**config.mk**
```make
export PLATFORM = sky130hd
export DESIGN_NAME = fat_block_chain_allocator_top
export DESIGN_NICKNAME = d
export VERILOG_FILES = /design/src/rtl/fbca_pkg.sv /design/src/rtl/fat_block_chain_allocator_top.sv /design/src/rtl/fbca_size.sv /design/src/rtl/fbca_engine.sv
export SDC_FILE = /design/constraint.sdc
export NUM_CORES = 2
export LEC_CHECK = 0
export ABC_AREA = 1
export BUFFER_PORTS_ARGS = -buffer_cell sky130_fd_sc_hd__buf_2
export CAP_MARGIN = 30
export CELL_PAD_IN_SITES_DETAIL_PLACEMENT = 1
export CELL_PAD_IN_SITES_GLOBAL_PLACEMENT = 1
export CORE_MARGIN = 4
export CORE_UTILIZATION = 55
export CTS_CLUSTER_SIZE = 14
export DETAILED_ROUTE_END_ITERATION = 12
export HOLD_SLACK_MARGIN = 0.1
export PLACE_DENSITY_LB_ADDON = 0.1
export SKIP_CTS_REPAIR_TIMING = 1
export SLEW_MARGIN = 30
export SYNTH_ARGS = -nofsm -noshare
export SYNTH_HDL_FRONTEND = slang
export SYNTH_HIERARCHICAL = 1
export SYNTH_SLANG_ARGS = --single-unit
```
**constraint.sdc**
```tcl
create_clock -name clock -period 37.7 [get_ports clock]
set_clock_uncertainty 0.15 [all_clocks]
set_input_delay 9.425 -clock clock [delete_from_list [all_inputs] [get_ports clock]]
set_output_delay 9.425 -clock clock [all_outputs]
set_load 0.02 [all_outputs]
```
**src/rtl/fbca_pkg.sv**
```systemverilog
// Shared constants, codes and types for the FAT block chain allocator.
package fbca_pkg;

   localparam int DEF_BLOCK_COUNT     = 256;
   localparam int DEF_BYTES_PER_BLOCK = 64;

   localparam int BYTES_W  = 15;
   localparam int START_W  = 8;
   localparam int STATUS_W = 2;
   localparam int FIRST_W  = 8;
   localparam int FREE_W   = 9;

   localparam logic OP_ALLOC = 1'b0;
   localparam logic OP_FREE  = 1'b1;

   localparam logic [STATUS_W-1:0] STATUS_OK        = 2'd0;
   localparam logic [STATUS_W-1:0] STATUS_BAD_SIZE  = 2'd1;
   localparam logic [STATUS_W-1:0] STATUS_NO_SPACE  = 2'd2;
   localparam logic [STATUS_W-1:0] STATUS_BAD_START = 2'd3;

   typedef struct packed {
      logic               op;
      logic [START_W-1:0] chain_start;
   } cmd_type;

   typedef struct packed {
      logic [STATUS_W-1:0] status;
      logic [FIRST_W-1:0]  first_block;
      logic [FREE_W-1:0]   spare_blocks;
   } result_type;

   typedef struct packed {
      logic ready;
      logic res_valid;
   } eng_status_type;

endpackage

```
**src/rtl/fat_block_chain_allocator_top.sv**
```systemverilog
// Top level of the FAT block chain allocator with request and response handshakes.
//
// Channel  Direction  Handshake              Beat fields
// req      in         req_valid/req_ready    req_type, req_request_bytes, req_chain_start
// rsp      out        rsp_valid/rsp_ready    rsp_status, rsp_first_block, rsp_spare_blocks
//
// After reset every table entry is cleared to free while req_ready is low.
// An allocate scans the table from index 0, one table entry read per cycle, until it has
// taken enough free blocks; a rejected allocate goes straight to its response.
// A free walks the chain from its start block, each link read being dependent, and stops
// at the end mark, at an entry that is already free, or after BLOCK_COUNT blocks.
// A finished result moves to the response register before the next request is taken;
// while that register is still held, the block waits with req_ready low.
module fat_block_chain_allocator_top #(
   parameter int BLOCK_COUNT     = fbca_pkg::DEF_BLOCK_COUNT,
   parameter int BYTES_PER_BLOCK = fbca_pkg::DEF_BYTES_PER_BLOCK
) (
   input  logic                          clock,
   input  logic                          reset,
   input  logic                          req_valid,
   output logic                          req_ready,
   input  logic                          req_type,
   input  logic [fbca_pkg::BYTES_W-1:0]  req_request_bytes,
   input  logic [fbca_pkg::START_W-1:0]  req_chain_start,
   output logic                          rsp_valid,
   input  logic                          rsp_ready,
   output logic [fbca_pkg::STATUS_W-1:0] rsp_status,
   output logic [fbca_pkg::FIRST_W-1:0]  rsp_first_block,
   output logic [fbca_pkg::FREE_W-1:0]   rsp_spare_blocks
);
   import fbca_pkg::*;

   localparam int CNT_W = $clog2(BLOCK_COUNT + 1);

   logic             req_fire;
   logic             res_take;
   logic [CNT_W-1:0] need;
   logic             bad_size;
   cmd_type          cmd;
   eng_status_type   eng_status;
   result_type       res;
   result_type       rsp_ff;
   logic             rsp_valid_ff, rsp_valid_in;

   assign req_ready       = eng_status.ready;
   assign req_fire        = req_valid && req_ready;
   assign cmd.op          = req_type;
   assign cmd.chain_start = req_chain_start;
   assign res_take        = eng_status.res_valid && (!rsp_valid_ff || rsp_ready);

   fbca_size #(
      .BLOCK_COUNT     (BLOCK_COUNT),
      .BYTES_PER_BLOCK (BYTES_PER_BLOCK)
   ) u_size (
      .clock    (clock),
      .load     (req_fire),
      .bytes    (req_request_bytes),
      .need     (need),
      .bad_size (bad_size)
   );

   fbca_engine #(
      .BLOCK_COUNT (BLOCK_COUNT)
   ) u_engine (
      .clock      (clock),
      .reset      (reset),
      .cmd_valid  (req_fire),
      .cmd        (cmd),
      .need       (need),
      .bad_size   (bad_size),
      .res_take   (res_take),
      .eng_status (eng_status),
      .res        (res)
   );

   always_comb begin
      rsp_valid_in = rsp_valid_ff;
      if (res_take) begin
         rsp_valid_in = 1'b1;
      end else if (rsp_ready) begin
         rsp_valid_in = 1'b0;
      end
   end

   always_ff @(posedge clock) begin
      if (reset) begin
         rsp_valid_ff <= 1'b0;
      end else begin
         rsp_valid_ff <= rsp_valid_in;
      end
   end

   always_ff @(posedge clock) begin
      if (res_take) begin
         rsp_ff <= res;
      end
   end

   assign rsp_valid        = rsp_valid_ff;
   assign rsp_status       = rsp_ff.status;
   assign rsp_first_block  = rsp_ff.first_block;
   assign rsp_spare_blocks = rsp_ff.spare_blocks;

endmodule

```
**src/rtl/fbca_size.sv**
```systemverilog
// Byte length to block count conversion and capacity check, registered per request.
module fbca_size #(
   parameter int BLOCK_COUNT     = fbca_pkg::DEF_BLOCK_COUNT,
   parameter int BYTES_PER_BLOCK = fbca_pkg::DEF_BYTES_PER_BLOCK,
   localparam int CNT_W          = $clog2(BLOCK_COUNT + 1)
) (
   input  logic                        clock,
   input  logic                        load,
   input  logic [fbca_pkg::BYTES_W-1:0] bytes,
   output logic [CNT_W-1:0]            need,
   output logic                        bad_size
);
   import fbca_pkg::*;

   localparam int CAPACITY    = BLOCK_COUNT * BYTES_PER_BLOCK;
   localparam int NUM_W       = BYTES_W + 1;
   localparam int RECIP_W     = NUM_W + 1;
   localparam int PROD_W      = NUM_W + RECIP_W;
   localparam int RECIP_SHIFT = NUM_W + $clog2(BYTES_PER_BLOCK);
   localparam longint unsigned RECIP_WIDE =
      ((64'd1 << RECIP_SHIFT) + 64'(BYTES_PER_BLOCK - 1)) / 64'(BYTES_PER_BLOCK);
   localparam logic [PROD_W-1:0] RECIP = PROD_W'(RECIP_WIDE);

   // The block count is a multiplication by the rounded-up reciprocal of the block
   // size, which is exact for every sum that fits in NUM_W bits.
   logic [NUM_W-1:0]  sum;
   logic [PROD_W-1:0] prod;
   logic [PROD_W-1:0] quot;
   logic [CNT_W-1:0]  need_ff;
   logic [CNT_W-1:0]  need_in;
   logic              bad_ff;
   logic              bad_in;

   always_comb begin
      sum  = NUM_W'(bytes) + NUM_W'(BYTES_PER_BLOCK - 1);
      prod = PROD_W'(sum) * RECIP;
      quot = prod >> RECIP_SHIFT;
      bad_in = 32'(bytes) > 32'(CAPACITY);
      if (quot == '0) begin
         need_in = CNT_W'(1);
      end else begin
         need_in = quot[CNT_W-1:0];
      end
   end

   always_ff @(posedge clock) begin
      if (load) begin
         need_ff <= need_in;
         bad_ff  <= bad_in;
      end
   end

   assign need     = need_ff;
   assign bad_size = bad_ff;

endmodule

```
**src/rtl/fbca_engine.sv**
```systemverilog
// Table memory and the sequencer that scans, links, walks and clears it one entry per cycle.
module fbca_engine #(
   parameter int BLOCK_COUNT = fbca_pkg::DEF_BLOCK_COUNT,
   localparam int CNT_W      = $clog2(BLOCK_COUNT + 1)
) (
   input  logic                     clock,
   input  logic                     reset,
   input  logic                     cmd_valid,
   input  fbca_pkg::cmd_type        cmd,
   input  logic [CNT_W-1:0]         need,
   input  logic                     bad_size,
   input  logic                     res_take,
   output fbca_pkg::eng_status_type eng_status,
   output fbca_pkg::result_type     res
);
   import fbca_pkg::*;

   localparam int IDX_W = $clog2(BLOCK_COUNT);
   localparam int ENT_W = $clog2(BLOCK_COUNT + 2);
   localparam logic [ENT_W-1:0] MARK_FREE = ENT_W'(BLOCK_COUNT);
   localparam logic [ENT_W-1:0] MARK_END  = ENT_W'(BLOCK_COUNT + 1);

   localparam logic [2:0] ST_CLEAR    = 3'd0;
   localparam logic [2:0] ST_IDLE     = 3'd1;
   localparam logic [2:0] ST_CHECK    = 3'd2;
   localparam logic [2:0] ST_SCAN     = 3'd3;
   localparam logic [2:0] ST_LINK_END = 3'd4;
   localparam logic [2:0] ST_WALK     = 3'd5;
   localparam logic [2:0] ST_DONE     = 3'd6;

   logic [ENT_W-1:0] mem [BLOCK_COUNT];

   logic [2:0]          state_ff, state_in;
   logic [IDX_W-1:0]    clr_ff, clr_in;
   logic [IDX_W-1:0]    scan_ff, scan_in;
   logic [IDX_W-1:0]    chk_addr_ff;
   logic                chk_vld_ff;
   logic [IDX_W-1:0]    prev_ff, prev_in;
   logic [CNT_W-1:0]    taken_ff, taken_in;
   logic [IDX_W-1:0]    first_ff, first_in;
   logic [IDX_W-1:0]    cur_ff, cur_in;
   logic [CNT_W-1:0]    steps_ff, steps_in;
   logic [CNT_W-1:0]    free_ff, free_in;
   logic [STATUS_W-1:0] status_ff, status_in;
   logic                op_ff, op_in;
   logic [START_W-1:0]  start_ff, start_in;
   logic [ENT_W-1:0]    rd_data_ff;

   logic             wr_en;
   logic [IDX_W-1:0] wr_addr;
   logic [ENT_W-1:0] wr_data;
   logic [IDX_W-1:0] rd_addr;
   logic [31:0]      start_wide;
   logic [IDX_W-1:0] start_idx;
   logic [31:0]      first_wide;
   logic [31:0]      free_wide;

   assign start_wide = 32'(start_ff);
   assign start_idx  = start_wide[IDX_W-1:0];

   always_comb begin
      state_in  = state_ff;
      clr_in    = clr_ff;
      scan_in   = scan_ff;
      prev_in   = prev_ff;
      taken_in  = taken_ff;
      first_in  = first_ff;
      cur_in    = cur_ff;
      steps_in  = steps_ff;
      free_in   = free_ff;
      status_in = status_ff;
      op_in     = op_ff;
      start_in  = start_ff;
      wr_en     = 1'b0;
      wr_addr   = clr_ff;
      wr_data   = MARK_FREE;
      rd_addr   = scan_ff;
      case (state_ff)
         ST_CLEAR: begin
            wr_en   = 1'b1;
            wr_addr = clr_ff;
            clr_in  = clr_ff + IDX_W'(1);
            if (clr_ff == IDX_W'(BLOCK_COUNT - 1)) begin
               state_in = ST_IDLE;
            end
         end
         ST_IDLE: begin
            if (cmd_valid) begin
               op_in    = cmd.op;
               start_in = cmd.chain_start;
               state_in = ST_CHECK;
            end
         end
         ST_CHECK: begin
            first_in  = '0;
            taken_in  = '0;
            scan_in   = '0;
            steps_in  = '0;
            cur_in    = start_idx;
            rd_addr   = start_idx;
            status_in = STATUS_OK;
            if (op_ff == OP_ALLOC) begin
               if (bad_size) begin
                  status_in = STATUS_BAD_SIZE;
                  state_in  = ST_DONE;
               end else if (free_ff < need) begin
                  status_in = STATUS_NO_SPACE;
                  state_in  = ST_DONE;
               end else begin
                  state_in = ST_SCAN;
               end
            end else begin
               if (start_wide >= 32'(BLOCK_COUNT)) begin
                  status_in = STATUS_BAD_START;
                  state_in  = ST_DONE;
               end else begin
                  state_in = ST_WALK;
               end
            end
         end
         ST_SCAN: begin
            rd_addr = scan_ff;
            scan_in = scan_ff + IDX_W'(1);
            if (chk_vld_ff && rd_data_ff == MARK_FREE) begin
               if (taken_ff == '0) begin
                  first_in = chk_addr_ff;
               end else begin
                  wr_en   = 1'b1;
                  wr_addr = prev_ff;
                  wr_data = ENT_W'(chk_addr_ff);
               end
               prev_in  = chk_addr_ff;
               taken_in = taken_ff + CNT_W'(1);
               if (taken_in == need) begin
                  state_in = ST_LINK_END;
               end
            end
         end
         ST_LINK_END: begin
            wr_en     = 1'b1;
            wr_addr   = prev_ff;
            wr_data   = MARK_END;
            free_in   = free_ff - need;
            status_in = STATUS_OK;
            state_in  = ST_DONE;
         end
         ST_WALK: begin
            rd_addr = rd_data_ff[IDX_W-1:0];
            if (rd_data_ff == MARK_FREE) begin
               status_in = (steps_ff == '0) ? STATUS_BAD_START : STATUS_OK;
               state_in  = ST_DONE;
            end else begin
               wr_en    = 1'b1;
               wr_addr  = cur_ff;
               wr_data  = MARK_FREE;
               free_in  = free_ff + CNT_W'(1);
               steps_in = steps_ff + CNT_W'(1);
               cur_in   = rd_data_ff[IDX_W-1:0];
               if (rd_data_ff == MARK_END || steps_in == CNT_W'(BLOCK_COUNT)) begin
                  status_in = STATUS_OK;
                  state_in  = ST_DONE;
               end
            end
         end
         ST_DONE: begin
            if (res_take) begin
               state_in = ST_IDLE;
            end
         end
         default: begin
            state_in = ST_IDLE;
         end
      endcase
   end

   always_ff @(posedge clock) begin
      if (wr_en) begin
         mem[wr_addr] <= wr_data;
      end
      rd_data_ff <= mem[rd_addr];
   end

   always_ff @(posedge clock) begin
      if (reset) begin
         state_ff <= ST_CLEAR;
         clr_ff   <= '0;
         free_ff  <= CNT_W'(BLOCK_COUNT);
      end else begin
         state_ff <= state_in;
         clr_ff   <= clr_in;
         free_ff  <= free_in;
      end
   end

   always_ff @(posedge clock) begin
      scan_ff     <= scan_in;
      chk_addr_ff <= scan_ff;
      chk_vld_ff  <= (state_ff == ST_SCAN);
      prev_ff     <= prev_in;
      taken_ff    <= taken_in;
      first_ff    <= first_in;
      cur_ff      <= cur_in;
      steps_ff    <= steps_in;
      status_ff   <= status_in;
      op_ff       <= op_in;
      start_ff    <= start_in;
   end

   assign first_wide = 32'(first_ff);
   assign free_wide  = 32'(free_ff);

   assign eng_status.ready     = (state_ff == ST_IDLE);
   assign eng_status.res_valid = (state_ff == ST_DONE);
   assign res.status           = status_ff;
   assign res.first_block      = first_wide[FIRST_W-1:0];
   assign res.spare_blocks     = free_wide[FREE_W-1:0];

endmodule

```
==> results summary <==
The worst pin sits at a relative slew slack of between 20% and 30%. In this run the power density over the cells is 46.95 nW/µm². The hold path startpoint is u_engine/scan_ff[1]. Setup violations remaining at the end of the flow were counted as 0. The number of clock sinks came out at 2,433. The per-cell routed wire length is around 26 µm. The largest individual stage delay along the critical path comes from the cell sky130_fd_sc_hd__dfxtp_1. The critical path data required time is about 28,000 ps. In the final layout, the share of cells above drive strength 1 is under 10%.

In the post-route analysis, the smallest setup slack over all paths is between 20,000 and 30,000 ps. The most used flip-flop cell after synthesis is sky130_fd_sc_hd__edfxtp_1. The post-synthesis sequential area ratio came out at 68.57%. The synthesis warning total is 6. The count of final max-slew check failures is 0. The endpoint type of the worst setup path is a primary output. Dividing the synthesized area by the synthesized cell count gives approximately 11 µm².

The depth of the worst register-to-register path came out at 17. Across the run, the number of max-cap violations was 0. The critical path goes through inv_2 > nor3_1 > buf_4 > buf_2. Fill cells in the final layout number 19,902. The final hold slack is about 270 ps. The number of buffers added on ports came out at 48. The detailed placement HPWL is about 190 mm. After synthesis, the largest area contributor takes up roughly two thirds of total cell area. Derived from the worst setup path, the maximum achievable clock frequency is roughly 0.087 GHz.

The multiplexer share of the synthesized area came out at 0%. The number of buffers on the longest clock path came out at 4. The post-route antenna net violation count came out at 0. The post-synth net total came out at ~10,000. Summing all placed instances gives a cell area of 108,100 µm².

The simple-gate share of the synthesized area is between 20% and 30%. The area added between synthesis and finish came out at 10.17%. The die outline height came out at around 450 µm. The complex-gate fraction of the synthesized area came out at between 1.5 and 2%. The tightest min-delay check is of the reg2reg type. After synthesis the cells add up to 106,000 µm². In the finished design, the share of the clock period the worst path needs comes to 30.61%. The path with the worst hold slack has its endpoint at u_engine/chk_addr_ff[1]. In the layout the commonest cells are sky130_fd_sc_hd__nand2_1, sky130_fd_sc_hd__edfxtp_1, sky130_fd_sc_hd__nand3_1. The top-level I/O count is 49. The number of antenna violations at the first check in global routing is 13.

The clock latency of the later-clocked register in the worst-skew pair came out at 940 ps. The post-synthesis adder-cell area fraction came out at less than 1%. The worst-path maximum fanout is 6. For the pin with the worst max-slew slack, the measured transition is between 1000 and 1500 ps.

The worst setup path is of the reg2out kind. The core outline area came out at 190,800 µm². The via count of the routed design is roughly 76,000. The xor and xnor fraction of the mapped netlist area came out at less than 1%. The final critical-path required period is about 12,000 ps. In this run the critical register-to-register path is captured at u_engine/rd_data_ff[3].

The via count of the first global-routing pass came out at 79,730. The cell count after synthesis came out at a little over 10,000. The leakage dissipation is between 40 and 50 nW. After synthesis, the netlist uses 46 different library cells. The number of synthesized register bits is about 2,400. The total length of routed wires is 334.5 mm. The floorplan step set the die width to around 450 µm. The first-pass GRT wire length is approximately 500 mm. The count of flip-flops with a built-in enable after synthesis came out at between 2,000 and 2,500.

In the final timing run, aggregate negative setup slack is 0 ps. The run finished with clean final reports. The fraction of registers with async set/reset came out at 0%. For this block, the initial DRC count from the detailed router was between 8,000 and 9,000.

The total CTS buffers is ~280. The leading cell type in the layout, fill and taps excluded is sky130_fd_sc_hd__nand2_1. The worst setup path is launched from a flop. The clock slew at the register clock pins of the worst setup and hold paths is about 60 ps. The DRC violation count after routing came out at 0.

The residual overflow from global routing came out at 0. The die covers roughly 200,000 µm². The global placement routability congestion came out at ~0.85. The worst-case register-to-register setup slack is roughly 30,000 ps. Ranked by total cell area, the synthesized netlist is headed by sky130_fd_sc_hd__edfxtp_1, sky130_fd_sc_hd__nand3_1, sky130_fd_sc_hd__nand2_1. The total global routing track utilization came out at 33.29%. The largest single stage delay on the critical path is 460 ps. The arrival time of data at the critical path endpoint is about 2000 ps. The floorplan row count is 160. The total non-filler cell area in the finished layout came out at roughly 120,000 µm². The beginning of the worst register-to-register path is u_engine/state_ff[2]. The cell count of the worst hold path came out at 0. The maximum level of the CTS H-tree is 5. The number of hold-slack violations in the final timing report came out at 0. The root buffer cell chosen for the clock tree is sky130_fd_sc_hd__clkbuf_16. Timing analysis after detailed placement gives a worst setup slack of about 26,000 ps. The cell accounting for the most synthesized area is sky130_fd_sc_hd__edfxtp_1. Setup repair after global routing left no endpoint under its margin. The number of detailed-route iterations in the first pass came out at 6. TritonCTS built the clock tree. For this configuration, the core starts out at a cell density of between 50% and 60%.

Entering global routing, the biggest net connects 180 pins. IR analysis of the VDD net gives a maximum drop of 0.04626 mV. The largest family of logic cells by synthesized area is simple AND/OR/NAND/NOR gates.

The net total in the final layout came out at 10,016. The number of vias per cell came out at between 5 and 6.
[registers in the layout (all words and copies together) (netlist names), 3 cells and up]
| register | cells |
|---|---|
| rsp_spare_blocks | 9 |
| u_engine/start_ff | 8 |
| u_engine/steps_ff | 9 |
| u_engine/cur_ff | 8 |
| u_engine/rd_data_ff | 9 |
| u_engine/prev_ff | 8 |
| u_engine/state_ff | 3 |
| u_size/need | 9 |
| u_engine/taken_ff | 9 |
| u_engine/mem | 2304 |
| u_engine/clr_ff | 8 |
| rsp_first_block | 8 |
| u_engine/chk_addr_ff | 8 |
| u_engine/scan_ff | 8 |
| u_engine/free_ff | 9 |
| u_engine/first_ff | 8 |
[metrics by stage]
stage | util [%] | total power [mW] | instances
after floorplan | - | 2.997 | 10083
after global placement | 56.62 | 3.012 | 12185
after detailed placement | 56.68 | 3.013 | 12190
after CTS | 61.01 | 5.510 | 12655
after global routing | 61.19 | 5.634 | 12668
final | 61.20 | 5.482 | 12671
[worst max path at each step]
| stage | start | end | slack [ps] | depth (start not counted) |
|---|---|---|---|---|
| 6_report | u_engine/state_ff[0] | req_ready | 26160 | 4 |
| 5_1_grt | u_engine/state_ff[0] | req_ready | 26060 | 4 |
| 4_1_cts | u_engine/state_ff[0] | req_ready | 26120 | 4 |
| 3_5_place_dp | req_valid | u_engine/start_ff[5] | 26440 | 5 |
| 3_3_place_gp | req_valid | u_engine/start_ff[2] | 26520 | 5 |
| 2_1_floorplan | u_engine/state_ff[1] | u_engine/mem[0][0] | 23070 | 9 |
[per-layer routing]
layer	global-route usage [%]	up-vias	routed length (µm)
li1	-	33203	-
met1	43.17	38599	128800
met2	55.17	3387	163600
met3	6.037	748	26820
met4	14.83	8	15300
met5	0	-	43
[synthesized netlist by cell type, drive strengths merged (6+ instances only)]
cell type,number
nand2,2660
buf,404
a21oi,95
nor4,6
ha,17
nand4,14
a31oi,6
o21ai,104
dfxtp,39
clkbuf,154
xor2,22
nand3b,107
o211ai,63
nor3,12
nor2,364
edfxtp,2394
inv,1577
nand3,2013
[kinds of logic after synthesis]
kind of cell / count (synthesis)
flops: 2433
buf+inv: 2139
fa+ha+maj: 18
compound gates: 282
xor+xnor: 26
simple gates: 5185
[where the power goes]
group / internal [mW] / switching (mW)
Clock: 1.46 / 1.06
Sequential: 2.93 / 0.00143
Combinational: 0.00477 / 0.0222
[layout make-up]
class                   count  area, µm²  area share (%)
clock inverters           109      785.8          0.6730
diodes                      4      10.01        0.008573
repair buffers            166       1538           1.317
well taps                2511       3142           2.691
inverters                1581       5964           5.108
clock buffers             356       7471           6.399
multi-input cells        5511      25180           21.56
flip-flops and latches   2433      72670           62.24
[worst max-delay path, delay by kind of cell, from the launching register on]
family / cells / cell delay (ps)
buffers and inverters: 3 / 420
flip-flops: 1 / 460
AND/OR/NAND/NOR: 1 / 160
Power figures use the tool's default switching activity.
